`src/design/rle_pixel_row_decoder_core_macros.svh`:
```
// Assertion macros for the row decoder core.
`ifndef RLE_PIXEL_ROW_DECODER_CORE_MACROS_SVH
`define RLE_PIXEL_ROW_DECODER_CORE_MACROS_SVH

// Same-cycle implication, sampled on clk, off while reset is held
`define RPD_ASSERT_IMP(lbl, ante, cons, msg) \
  lbl: assert property (@(posedge clk) disable iff (!rst_n) (ante) |-> (cons)) \
    else $error(msg);

// Next-cycle implication, sampled on clk, off while reset is held
`define RPD_ASSERT_NEXT(lbl, ante, cons, msg) \
  lbl: assert property (@(posedge clk) disable iff (!rst_n) (ante) |=> (cons)) \
    else $error(msg);

`endif

```
`src/design/rpd_pkg.sv`:
```
// Shared types and constants for the run-length row decoder.
package rpd_pkg;

  localparam int ROW_W  = 10;
  localparam int COL_W  = 10;
  localparam int CUR_W  = 11;
  localparam int BYTE_W = 8;
  localparam int LEN_W  = 8;

  localparam int FRAME_DIM_DEF = 1024;

  // Command queue between front and back
  localparam int QUEUE_DEPTH = 2;
  localparam int QPTR_W      = 1;
  localparam int QCNT_W      = 2;

  // Function codes
  localparam logic FUNC_START = 1'b0;
  localparam logic FUNC_DATA  = 1'b1;

  // Header decode: bit 7 = literal, count byte-0x7F; else count byte+1
  localparam int               HDR_LIT_BIT  = 7;
  localparam logic [BYTE_W-1:0] HDR_LIT_BIAS = 8'h7F;

  // Classified item handed from front to back
  typedef struct packed {
    logic              is_start;
    logic              start_ok;
    logic [ROW_W-1:0]  row;
    logic [COL_W-1:0]  first_col;
    logic [COL_W-1:0]  end_col;
    logic              raw;
    logic [BYTE_W-1:0] data;
    logic              hdr_lit;
    logic [LEN_W-1:0]  hdr_count;
  } cmd_t;

endpackage

```
`src/design/rpd_front.sv`:
```
// Front end: holds the mode register and classifies each incoming item.
module rpd_front #(
  parameter int FRAME_DIM = rpd_pkg::FRAME_DIM_DEF
) (
  input  logic                       clk,
  input  logic                       rst_n,
  input  logic                       cfg_wr_en,
  input  logic                       cfg_wr_data,
  input  logic                       in_func,
  input  logic [rpd_pkg::ROW_W-1:0]  in_row,
  input  logic [rpd_pkg::COL_W-1:0]  in_first_col,
  input  logic [rpd_pkg::COL_W-1:0]  in_last_col,
  input  logic [rpd_pkg::BYTE_W-1:0] in_data_byte,
  output rpd_pkg::cmd_t              cmd
);

  localparam int FrameLast = FRAME_DIM - 1;

  logic                      raw_mode_r;
  logic                      raw_mode_nxt;
  logic [rpd_pkg::COL_W-1:0] last_clip;

  // Mode register
  always_comb begin
    raw_mode_nxt = raw_mode_r;
    if (cfg_wr_en) begin
      raw_mode_nxt = cfg_wr_data;
    end
  end

  always_ff @(posedge clk) begin
    if (!rst_n) begin
      raw_mode_r <= 1'b0;
    end else begin
      raw_mode_r <= raw_mode_nxt;
    end
  end

  // Clip last column to the frame
  always_comb begin
    if (int'(in_last_col) > FrameLast) begin
      last_clip = rpd_pkg::COL_W'(FrameLast);
    end else begin
      last_clip = in_last_col;
    end
  end

  // Classify: start check and header decode are done up front
  always_comb begin
    cmd.is_start  = (in_func == rpd_pkg::FUNC_START);
    cmd.start_ok  = (int'(in_row) < FRAME_DIM) && (in_first_col <= last_clip);
    cmd.row       = in_row;
    cmd.first_col = in_first_col;
    cmd.end_col   = last_clip;
    cmd.raw       = raw_mode_r;
    cmd.data      = in_data_byte;
    cmd.hdr_lit   = in_data_byte[rpd_pkg::HDR_LIT_BIT];
    if (cmd.hdr_lit) begin
      cmd.hdr_count = in_data_byte - rpd_pkg::HDR_LIT_BIAS;
    end else begin
      cmd.hdr_count = in_data_byte + 8'd1;
    end
  end

endmodule

```
`src/design/rpd_queue.sv`:
```
// Two-entry command queue between front and back.
module rpd_queue (
  input  logic          clk,
  input  logic          rst_n,
  input  logic          push,
  input  rpd_pkg::cmd_t push_cmd,
  input  logic          pop,
  output logic          full,
  output logic          head_valid,
  output rpd_pkg::cmd_t head_cmd
);

  rpd_pkg::cmd_t                entry_r [rpd_pkg::QUEUE_DEPTH];
  logic [rpd_pkg::QPTR_W-1:0]   wr_ptr_r, wr_ptr_nxt;
  logic [rpd_pkg::QPTR_W-1:0]   rd_ptr_r, rd_ptr_nxt;
  logic [rpd_pkg::QCNT_W-1:0]   count_r, count_nxt;

  assign full       = (count_r == rpd_pkg::QCNT_W'(rpd_pkg::QUEUE_DEPTH));
  assign head_valid = (count_r != '0);
  assign head_cmd   = entry_r[rd_ptr_r];

  // Pointer and fill count update
  always_comb begin
    wr_ptr_nxt = wr_ptr_r;
    rd_ptr_nxt = rd_ptr_r;
    count_nxt  = count_r;
    if (push) begin
      wr_ptr_nxt = wr_ptr_r + 1'b1;
    end
    if (pop) begin
      rd_ptr_nxt = rd_ptr_r + 1'b1;
    end
    if (push && !pop) begin
      count_nxt = count_r + 1'b1;
    end else if (!push && pop) begin
      count_nxt = count_r - 1'b1;
    end
  end

  always_ff @(posedge clk) begin
    if (!rst_n) begin
      wr_ptr_r <= '0;
      rd_ptr_r <= '0;
      count_r  <= '0;
    end else begin
      wr_ptr_r <= wr_ptr_nxt;
      rd_ptr_r <= rd_ptr_nxt;
      count_r  <= count_nxt;
    end
  end

  // Entry storage
  always_ff @(posedge clk) begin
    if (push) begin
      entry_r[wr_ptr_r] <= push_cmd;
    end
  end

endmodule

```
`src/design/rpd_back.sv`:
```
// Back end: row state, run-length sequencing and the registered result.
module rpd_back (
  input  logic                       clk,
  input  logic                       rst_n,
  input  logic                       cmd_valid,
  input  rpd_pkg::cmd_t              cmd,
  output logic                       cmd_pop,
  input  logic                       out_stall,
  output logic                       out_valid,
  output logic [rpd_pkg::ROW_W-1:0]  out_pix_row,
  output logic [rpd_pkg::COL_W-1:0]  out_pix_col,
  output logic [rpd_pkg::LEN_W-1:0]  out_span_len,
  output logic [rpd_pkg::BYTE_W-1:0] out_pix_value,
  output logic                       out_row_done
);

  typedef enum logic [2:0] {
    PH_HEADER  = 3'b001,
    PH_LITERAL = 3'b010,
    PH_REPEAT  = 3'b100
  } phase_t;

  logic                       active_r, active_nxt;
  logic [rpd_pkg::CUR_W-1:0]  cur_col_r, cur_col_nxt;
  logic [rpd_pkg::COL_W-1:0]  end_col_r, end_col_nxt;
  logic [rpd_pkg::ROW_W-1:0]  cur_row_r, cur_row_nxt;
  phase_t                     phase_r, phase_nxt;
  logic [rpd_pkg::LEN_W-1:0]  run_left_r, run_left_nxt;

  logic                       out_valid_r, out_valid_nxt;
  logic [rpd_pkg::ROW_W-1:0]  out_row_r;
  logic [rpd_pkg::COL_W-1:0]  out_col_r;
  logic [rpd_pkg::LEN_W-1:0]  out_len_r;
  logic [rpd_pkg::BYTE_W-1:0] out_value_r;
  logic                       out_done_r;

  logic                       emit;
  logic                       done;
  logic [rpd_pkg::LEN_W-1:0]  emit_len;
  logic [rpd_pkg::LEN_W-1:0]  run_dec;
  logic [rpd_pkg::CUR_W-1:0]  room;
  logic [rpd_pkg::CUR_W-1:0]  rep_min;
  logic [rpd_pkg::LEN_W-1:0]  rep_len;
  logic [rpd_pkg::CUR_W:0]    col_sum;

  // Next item is taken whenever the result register is free or draining
  assign cmd_pop = cmd_valid && (!out_valid_r || !out_stall);

  // Repeat span clipped to the room left in the row
  always_comb begin
    run_dec = run_left_r - 8'd1;
    room    = {1'b0, end_col_r} - cur_col_r + 11'd1;
    if ({3'b000, run_left_r} > room) begin
      rep_min = room;
    end else begin
      rep_min = {3'b000, run_left_r};
    end
    if (rep_min == '0) begin
      rep_len = 8'd1;
    end else begin
      rep_len = rep_min[rpd_pkg::LEN_W-1:0];
    end
  end

  // Execute one classified item
  always_comb begin
    active_nxt   = active_r;
    cur_col_nxt  = cur_col_r;
    end_col_nxt  = end_col_r;
    cur_row_nxt  = cur_row_r;
    phase_nxt    = phase_r;
    run_left_nxt = run_left_r;
    emit         = 1'b0;
    emit_len     = 8'd1;
    done         = 1'b0;
    col_sum      = '0;

    if (cmd_pop) begin
      if (cmd.is_start) begin
        cur_row_nxt  = cmd.row;
        cur_col_nxt  = {1'b0, cmd.first_col};
        end_col_nxt  = cmd.end_col;
        phase_nxt    = PH_HEADER;
        run_left_nxt = '0;
        active_nxt   = cmd.start_ok;
      end else if (active_r) begin
        if (cmd.raw) begin
          emit = 1'b1;
        end else begin
          case (phase_r)
            PH_LITERAL: begin
              run_left_nxt = run_dec;
              if (run_dec == '0) begin
                phase_nxt = PH_HEADER;
              end
              emit = 1'b1;
            end
            PH_REPEAT: begin
              emit_len     = rep_len;
              phase_nxt    = PH_HEADER;
              run_left_nxt = '0;
              emit         = 1'b1;
            end
            default: begin
              // header byte: no result, load the group count
              run_left_nxt = cmd.hdr_count;
              phase_nxt    = cmd.hdr_lit ? PH_LITERAL : PH_REPEAT;
            end
          endcase
        end

        // Advance the column and close the row at the last column
        if (emit) begin
          col_sum     = {1'b0, cur_col_r} + {4'b0000, emit_len};
          done        = (col_sum > {2'b00, end_col_r});
          cur_col_nxt = col_sum[rpd_pkg::CUR_W-1:0];
          if (done) begin
            active_nxt   = 1'b0;
            phase_nxt    = PH_HEADER;
            run_left_nxt = '0;
          end
        end
      end
    end
  end

  // Result register valid
  always_comb begin
    out_valid_nxt = out_valid_r;
    if (cmd_pop) begin
      out_valid_nxt = emit;
    end else if (!out_stall) begin
      out_valid_nxt = 1'b0;
    end
  end

  always_ff @(posedge clk) begin
    if (!rst_n) begin
      active_r    <= 1'b0;
      cur_col_r   <= '0;
      end_col_r   <= '0;
      cur_row_r   <= '0;
      phase_r     <= PH_HEADER;
      run_left_r  <= '0;
      out_valid_r <= 1'b0;
    end else begin
      active_r    <= active_nxt;
      cur_col_r   <= cur_col_nxt;
      end_col_r   <= end_col_nxt;
      cur_row_r   <= cur_row_nxt;
      phase_r     <= phase_nxt;
      run_left_r  <= run_left_nxt;
      out_valid_r <= out_valid_nxt;
    end
  end

  // Result payload
  always_ff @(posedge clk) begin
    if (emit) begin
      out_row_r   <= cur_row_r;
      out_col_r   <= cur_col_r[rpd_pkg::COL_W-1:0];
      out_len_r   <= emit_len;
      out_value_r <= cmd.data;
      out_done_r  <= done;
    end
  end

  assign out_valid     = out_valid_r;
  assign out_pix_row   = out_row_r;
  assign out_pix_col   = out_col_r;
  assign out_span_len  = out_len_r;
  assign out_pix_value = out_value_r;
  assign out_row_done  = out_done_r;

endmodule

```
`src/design/rle_pixel_row_decoder_core.sv`:
```
// Path: an accepted data byte passes through the command queue and then the result register.
// Throughput: one item per cycle while the output is not stalled, set by the single-step
// back end; the two-entry command queue absorbs output stall.
// Reset: synchronous, active low; clears the queue, the row state, the
// result valid and the raw byte mode register. No clearing pass.
`include "rle_pixel_row_decoder_core_macros.svh"

module rle_pixel_row_decoder_core #(
  parameter int FRAME_DIM = rpd_pkg::FRAME_DIM_DEF
) (
  input  logic                       clk,
  input  logic                       rst_n,
  input  logic                       cfg_wr_en,
  input  logic                       cfg_wr_data,
  input  logic                       in_valid,
  output logic                       in_stall,
  input  logic                       in_func,
  input  logic [rpd_pkg::ROW_W-1:0]  in_row,
  input  logic [rpd_pkg::COL_W-1:0]  in_first_col,
  input  logic [rpd_pkg::COL_W-1:0]  in_last_col,
  input  logic [rpd_pkg::BYTE_W-1:0] in_data_byte,
  output logic                       out_valid,
  input  logic                       out_stall,
  output logic [rpd_pkg::ROW_W-1:0]  out_pix_row,
  output logic [rpd_pkg::COL_W-1:0]  out_pix_col,
  output logic [rpd_pkg::LEN_W-1:0]  out_span_len,
  output logic [rpd_pkg::BYTE_W-1:0] out_pix_value,
  output logic                       out_row_done
);

  rpd_pkg::cmd_t             front_cmd;
  rpd_pkg::cmd_t             head_cmd;
  logic                      q_full;
  logic                      q_valid;
  logic                      q_pop;
  logic                      in_xfer;
  logic [rpd_pkg::COL_W+1:0] span_end;
  logic                      span_ok;

  assign in_stall = q_full;
  assign in_xfer  = in_valid && !in_stall;

  // Classify
  rpd_front #(
    .FRAME_DIM (FRAME_DIM)
  ) u_front (
    .clk          (clk),
    .rst_n        (rst_n),
    .cfg_wr_en    (cfg_wr_en),
    .cfg_wr_data  (cfg_wr_data),
    .in_func      (in_func),
    .in_row       (in_row),
    .in_first_col (in_first_col),
    .in_last_col  (in_last_col),
    .in_data_byte (in_data_byte),
    .cmd          (front_cmd)
  );

  // Decouple
  rpd_queue u_queue (
    .clk        (clk),
    .rst_n      (rst_n),
    .push       (in_xfer),
    .push_cmd   (front_cmd),
    .pop        (q_pop),
    .full       (q_full),
    .head_valid (q_valid),
    .head_cmd   (head_cmd)
  );

  // Execute
  rpd_back u_back (
    .clk           (clk),
    .rst_n         (rst_n),
    .cmd_valid     (q_valid),
    .cmd           (head_cmd),
    .cmd_pop       (q_pop),
    .out_stall     (out_stall),
    .out_valid     (out_valid),
    .out_pix_row   (out_pix_row),
    .out_pix_col   (out_pix_col),
    .out_span_len  (out_span_len),
    .out_pix_value (out_pix_value),
    .out_row_done  (out_row_done)
  );

  // Span end for the row bound check
  assign span_end = {2'b00, out_pix_col} + {4'b0000, out_span_len};
  assign span_ok  = (span_end <= 12'd1024) && (out_span_len != '0);

  // Checks
  `RPD_ASSERT_IMP(a_full_has_head, in_stall, q_valid, "queue full but head not valid")
  `RPD_ASSERT_NEXT(a_xfer_queued, in_xfer, q_valid, "accepted item missing from queue")
  `RPD_ASSERT_IMP(a_span_in_row, out_valid, span_ok, "span runs past the row")

endmodule
```
`config.mk`:
```
export PLATFORM = sky130hd
export DESIGN_NAME = rle_pixel_row_decoder_core
export DESIGN_NICKNAME = d
export VERILOG_FILES = /design/src/design/rpd_pkg.sv /design/src/design/rpd_front.sv /design/src/design/rpd_queue.sv /design/src/design/rpd_back.sv /design/src/design/rle_pixel_row_decoder_core.sv
export VERILOG_INCLUDE_DIRS = /design/src /design/src/design
export SDC_FILE = /design/constraint.sdc
export NUM_CORES = 1
export LEC_CHECK = 0
export BUFFER_PORTS_ARGS = -buffer_cell sky130_fd_sc_hd__buf_2
export CORE_MARGIN = 8
export CORE_UTILIZATION = 60
export CTS_CLUSTER_SIZE = 8
export DETAILED_ROUTE_END_ITERATION = 10
export PLACE_DENSITY = 0.84
export SLEW_MARGIN = 20
export SYNTH_ARGS = -nofsm -noshare
export SYNTH_HDL_FRONTEND = slang
export SYNTH_SLANG_ARGS = --single-unit
export TNS_END_PERCENT = 1
```
`constraint.sdc`:
```
create_clock -name clk -period 7.5 [get_ports clk]
set_input_delay 0 -clock clk [delete_from_list [all_inputs] [get_ports clk]]
set_output_delay 0 -clock clk [all_outputs]
set_load 0.03 [all_outputs]
```
# == Yosys cells after proc, flatten, opt, wreduce, memory -nomap -nowiden ==
# Memory sizes are Yosys's and may differ from the RTL's. A register that Yosys moved wholly into a read port is not among the register bits.
# Cells that the tools add are included.
# totals
mem_count,1
ff_bits,86
in_bits,45
mem_bits_rw,100
# op_classes
reduce_logical,22
addsub,10
bitwise_logic,4
mux,45
n_eq_ne,4
magnitude_cmp,3
# memory_table
name,words,word_bits,read_ports,rd_ports_with_merged_regs,wr,line_no,source
u_queue.entry_r,2,50,1,1,1,rpd_queue.sv:13,rpd_pkg::cmd_t entry_r [rpd_pkg::QUEUE_DEPTH];
# ops
operator,n
$mux 8,12
$mux 11,4
$mux 3,7
$mux 1,18
$pmux 8 s2,1
$add 11x8->12,1
$gt 12x10->1,1
$add 11x1->11 const B,1
$gt 8x11->1,1
$logic_not 11->1,1
$sub 10x11->11,1
$le 10x10->1,1
$add 8x1->8 const B,1
$logic_not 8->1,1
$reduce_bool 2->1,4
$sub 8x1->8 const B,1
$sub 8x7->8 const B,1
$pmux 3 s2,1
$logic_not 1->1,5
$logic_and 1x1->1,4
$mux 2,2
$not 1->1,4
$reduce_and 2->1,2
$reduce_or 4->1,1
11 further kinds,12

# == Logic depth before layout (Yosys ltp) ==
# depth
depth_word,17
depth_mapped,35
ltp_nobuf,33

# == Hierarchy ==
# Synthesis repeated with hierarchy kept, for this count alone.
# unflattened
cells_unflattened,794
hier_area_um2,9349.0
# by_module_without_submodules
module,area_each_um2,instances,seq_area_each_um2,cells_each
rpd_back,4810.9,1,1991.9,521
rpd_queue,3829.9,1,3103.0,178
rpd_front,694.4,1,20.0,94
rle_pixel_row_decoder_core,13.8,1,0.0,1

# == Worst setup path before layout ==
# OpenSTA, ideal clock, no wires.
# synth_timing
kind,register to register
from,reg u_back.end_col_r[1] (netlist bit)
to,reg u_back.run_left_r[6] (netlist bit)
required_ps,7383
path_stages_with_launch,36
synth_period_minus_slack_ps,6354
path_buffers,2
arrival_ps,6236
slack_ps,1146
cell_sequence,dfxtp_1 inv_1 ha_1 inv_1 ha_1 inv_1 fa_1 nand2b_1 a21oi_1 nor4_1 a311oi_1 ha_1 nand3_1 or2_2 o21bai_1 a21oi_1 o211ai_2 buf_6 or3_1 a21oi_1 ha_1 a21o_1 a2bb2oi_1 a21oi_1 a21o_1 nand2_1 xnor2_1 ha_1 and4_1 nand4_1 mux2_2 o221ai_1 o221a_2 buf_2 a21o_1 a32o_1
# synth_between
elab_chain_len,17
# synth_rtl
element,line_no,source
from (decl),rpd_back.sv:25,"logic [rpd_pkg::COL_W-1:0] end_col_r, end_col_nxt;"
from (signal assigned),rpd_back.sv:149,end_col_r <= end_col_nxt;
$sub 10x11->11,rpd_back.sv:52,"room = {1'b0, end_col_r} - cur_col_r + 11'd1;"
$add 11x1->11,rpd_back.sv:52,
$gt 8x11->1,rpd_back.sv:53,"if ({3'b000, run_left_r} > room) begin"
$mux 11,rpd_back.sv:53,
$logic_not 11->1,rpd_back.sv:58,if (rep_min == '0) begin
$mux 8,rpd_back.sv:58,
$mux 8,rpd_back.sv:90,case (phase_r)
$mux 8,rpd_back.sv:87,if (cmd.raw) begin
$mux 8,rpd_back.sv:86,end else if (active_r) begin
$mux 8,rpd_back.sv:79,if (cmd.is_start) begin
$mux 8,rpd_back.sv:78,if (cmd_pop) begin
$add 11x8->12,rpd_back.sv:114,"col_sum = {1'b0, cur_col_r} + {4'b0000, emit_len};"
$gt 12x10->1 *,rpd_back.sv:115,"done = (col_sum > {2'b00, end_col_r});"
$mux 8 *,rpd_back.sv:117,if (done) begin
$mux 8 *,rpd_back.sv:113,if (emit) begin
$mux 8 *,rpd_back.sv:86,
$mux 8 *,rpd_back.sv:79,
to (signal assigned),rpd_back.sv:152,run_left_r <= run_left_nxt;
to (decl),rpd_back.sv:28,"logic [rpd_pkg::LEN_W-1:0] run_left_r, run_left_nxt;"
# Every way passes the cells marked *; elsewhere a longest branch is shown, timed or not. The select of a mux whose other input is x is not followed.
# A chain may end at the register's enable or synchronous reset.

# == Worst setup path after layout ==
# layout_timing
from,reg u_back.end_col_r[1] (netlist bit)
to,reg u_back.phase_r[2]
# layout_between
elab_chain_len,17
# layout_rtl
element,line_no,source
$sub 10x11->11,rpd_back.sv:52,
$add 11x1->11,rpd_back.sv:52,
$gt 8x11->1,rpd_back.sv:53,
$mux 11,rpd_back.sv:53,
$logic_not 11->1,rpd_back.sv:58,
$mux 8,rpd_back.sv:58,
$mux 8,rpd_back.sv:90,
$mux 8,rpd_back.sv:87,
$mux 8,rpd_back.sv:86,
$mux 8,rpd_back.sv:79,
$mux 8,rpd_back.sv:78,
$add 11x8->12,rpd_back.sv:114,
$gt 12x10->1 *,rpd_back.sv:115,
$mux 3 *,rpd_back.sv:117,
$mux 3 *,rpd_back.sv:113,
$mux 3 *,rpd_back.sv:86,
$mux 3 *,rpd_back.sv:79,
to (signal assigned),rpd_back.sv:151,phase_r <= phase_nxt;
to (decl),rpd_back.sv:27,"phase_t phase_r, phase_nxt;"
# Marks and branches as above.

==> flow_summary_export.csv <==
group,metric,value,unit
floorplanning,pin_count,84,
layout,area_growth,17.8,%
layout,drive_above_1_share,17.5,%
setup_path,crit_fanout,5,
pwr,power.leakage,4.32,nW
global_routing,grt_overflow,0,
timing,fin_skew,0.0127,ns
yosys,ys_types,64,
run_status,status,"complete, no violations",
yosys,synth_top_area_share,44.9,%
drt,drt_iter0_drc,665,
pwr,powerDensity,355,nW/um2
floorplanning,fp.dieH,139,um
drt,wirelength,21100,um
timing,final-setup-viol-count,0,
clock_network,clk_pin_slew,0.07,ns
yosys,yosysSeqAreaShare,56.0,%
global_routing,grt_pass1_wl,33600,um
floorplanning,core.rowCount,45,
placed_design,dp.cells,995,
floorplanning,die_w,139,um
placed_design,gp_congestion,0.893,
global_routing,grt_pass1_vias,6413,
hold_path,holdCritPathClass,"input port to register",
yosys,yosys-top-cells-area,"edfxtp_1 45%, dfxtp_1 11%, ha_1 8.2%",
pwr,peakVddDrop,0.225,mV
yosys,synth_largest_area_cell,"edfxtp_1",
setup_path,cp_slowest_cell,"fa_1",
timing,fin_tns_setup,0,ns
global_routing,antenna_found_initial,0,
clock_network,cts_buffers,17,
setup_path,r2r-start,"u_back.end_col_r[1]",
clock_network,cts-htree-levels,4,
setup_path,cp_data_required_time,7.81,ns
timing,slew_headroom,32.9,%
clock_network,ctsLongestPathBuffers,2,
layout,num-nets-final,978,
floorplanning,core_area,14900,um2
yosys,ys.flop_type,"edfxtp_1",
timing,post-route-min-period,7.14,ns
global_routing,grt_usage,21.6,%
drt,ant_nets,0,
layout,fin_area,10600,um2
yosys,syn_inst,749,
clock_network,cts_tree,"built",
setup_path,cp_common_cell,"ha_1",
hold_path,hold_start,"in_valid",
floorplanning,die_area,19200,um2
yosys,yosys_warnings,0,
setup_path,cp.arrival,7.46,ns
drt,drc,0,
layout,fin_cells,1073,
clock_network,cts_sinks,185,
placed_design,dp_hpwl,14200,um
setup_path,cpPeakStageDelay,0.40,ns
timing,finalHoldViolCount,0,
drt,wl_per_cell,19.7,um
timing,fmax,0.140,GHz
timing,worst_slew_pin_slew,0.978,ns
yosys,async_reset_ff_share,0,%
layout,fin_util,71.2,%
timing,fin_crit_sh,95.2,%
global_routing,grt_start_max_net_pins,51,
layout,fillerInstances,970,
yosys,postSynthNetCount,855,
placed_design,dpl_cell_area,9590,um2
setup_path,criticalPathCategory,"register to register",
timing,holdWs,0.0992,ns
run,cap_violations,0,
clock_network,cts-root-buf,"clkbuf_16",
setup_path,crit_start,"u_back.end_col_r[1]",
layout,diodes,0,
clock_network,clkLatencyLatePin,0.43,ns
yosys,synth_edf_count,135,
setup_path,end_kind,"register",
drt,via_per_inst,5.98,
placed_design,place_ws,0.142,ns
pwr,power.total,3.78,mW
timing,setup_slack,0.357,ns
timing,slew_violations,0,
placed_design,portBuffers,83,
yosys,ys_ff_latch,185,
floorplanning,start_util,60.5,%
drt,dr_total_vias,6415,
drt,first_pass_iters,5,
setup_path,worst_setup_path_start_kind,"register",
yosys,syn_avg_cell_area,12.0,um2
yosys,synth_area,9020,um2
report_power, final:
group,switching [mW],total [mW],internal [mW],leakage (nW)
Clock,0.414,0.863,0.449,0.279
Sequential,0.0942,1.36,1.27,1.66
Combinational,0.952,1.55,0.597,2.38
layer usage:
metal | part of all wire, % | wire (um) | GRT usage [%]
met1 | 42 | 8850 | 27.1
met2 | 50 | 10600 | 36.6
met4 | 1.5 | 321 | 6.73
met3 | 6.4 | 1350 | 4.38
met5 | 0 | 0 | 0
layout by cell type, fill, tap and decap left out, types with 4 or more instances in the layout:
cell type	n
nor3_1	15
buf_2	83
buf_4	7
o21ai_1	6
and2_1	7
a21boi_0	10
o21ai_0	28
a21oi_1	31
nand2b_1	7
nand3_1	19
o211ai_1	8
nor2_1	26
o22ai_1	6
inv_8	6
nor2b_1	8
clkbuf_16	17
inv_1	44
ha_1	59
xor2_1	12
dfxtp_1	49
a21o_1	8
mux2_2	12
xnor2_1	14
nand2_1	59
o21a_1	7
and3_1	4
nand4_1	8
a22o_1	12
or3_1	9
o211a_1	22
edfxtp_1	135
dlygate4sd3_1	42
mux2i_1	41
layout make-up:
cell class / count / area, um2 / area share, %
Sequential cell: 185 / 5060 / 47.6
Clock inverter: 14 / 128 / 1.20
Timing Repair Buffer: 133 / 908 / 8.55
Multi-Input combinational cell: 490 / 3690 / 34.8
Inverter: 45 / 169 / 1.59
Clock buffer: 18 / 439 / 4.13
Tap cell: 188 / 235 / 2.21
cell usage after synthesis (2+ instances only):
cell type  instances
mux2i_1           41
mux2_2            12
nor2b_1            8
o21ai_0           30
nand4_1            8
and2_1             7
a21boi_0          10
a32o_1             3
o21a_1             7
a22oi_1            3
a31oi_1            2
nor2_1            28
nor4_1             2
or3_1              9
nand2_1           59
a41oi_1            2
o211a_1           22
a211oi_1           4
dfxtp_1           50
buf_6              2
a31o_2             3
ha_1              59
inv_1             44
xnor2_1           14
edfxtp_1         135
a22o_1            12
nand3_1           19
fa_1               2
a21oi_1           32
o21ai_1            4
xor2_1            12
buf_2              8
a21o_1             8
nor3_1            15
nor3_2             2
o211ai_1           7
o21bai_1           3
clkbuf_1          19
o22ai_1            6
nand2b_1           7
o31ai_1            2
and3_1             5
critical path: cells and delay by family, from the launching register on:
family	cells	cell delay, ns
multiplexers	1	0.16
AND/OR/NAND/NOR	7	1.00
AO/OA/AOI/OAI	15	3.28
flip-flops	1	0.34
adder cells (fa/ha/maj)	6	1.72
buffers and inverters	4	0.36
XOR/XNOR	1	0.15
path summary, 6_finish.rpt:
kind,endpoint,slack (ns),depth (start not counted)
worst max-delay path,u_back.phase_r[2],0.36,34
worst min-delay path,u_queue.wr_ptr_r,0.1,4
worst max register to register,u_back.phase_r[2],0.36,34
worst min register to register,u_back.out_pix_row[1],0.43,0
cells by family after synthesis:
| kind of cell | Yosys count | share of synthesized area (%) |
|---|---|---|
| mux | 53 | 6.05 |
| simple gates | 178 | 9.76 |
| flops | 185 | 56.0 |
| fa+ha+maj | 61 | 8.62 |
| xor+xnor | 26 | 2.52 |
| compound gates | 171 | 13.6 |
| buf+inv | 75 | 3.41 |
sequential cells by signal, indices dropped and copies added (netlist names), 2 cells and up, named ones only:
name / count
u_back.cur_col_r: 11
u_back.run_left_r: 8
u_queue.entry_r: 98
u_back.end_col_r: 10
u_back.out_pix_row: 10
u_back.out_span_len: 8
u_back.cur_row_r: 10
u_back.out_pix_col: 10
u_queue.count_r: 2
u_back.phase_r: 3
u_back.out_pix_value: 8
repair_timing:
| action | 4_1_cts | 5_1_grt |
|---|---|---|
| setup endpoints to repair | 0 | 13 |
| setup buffers | 0 | 3 |
| endpoints found under the hold margin | 96 | 0 |
| gates resized for setup | 0 | 5 |
| hold buffers | 42 | 0 |
Note: power is estimated with default switching activity, not from simulation.
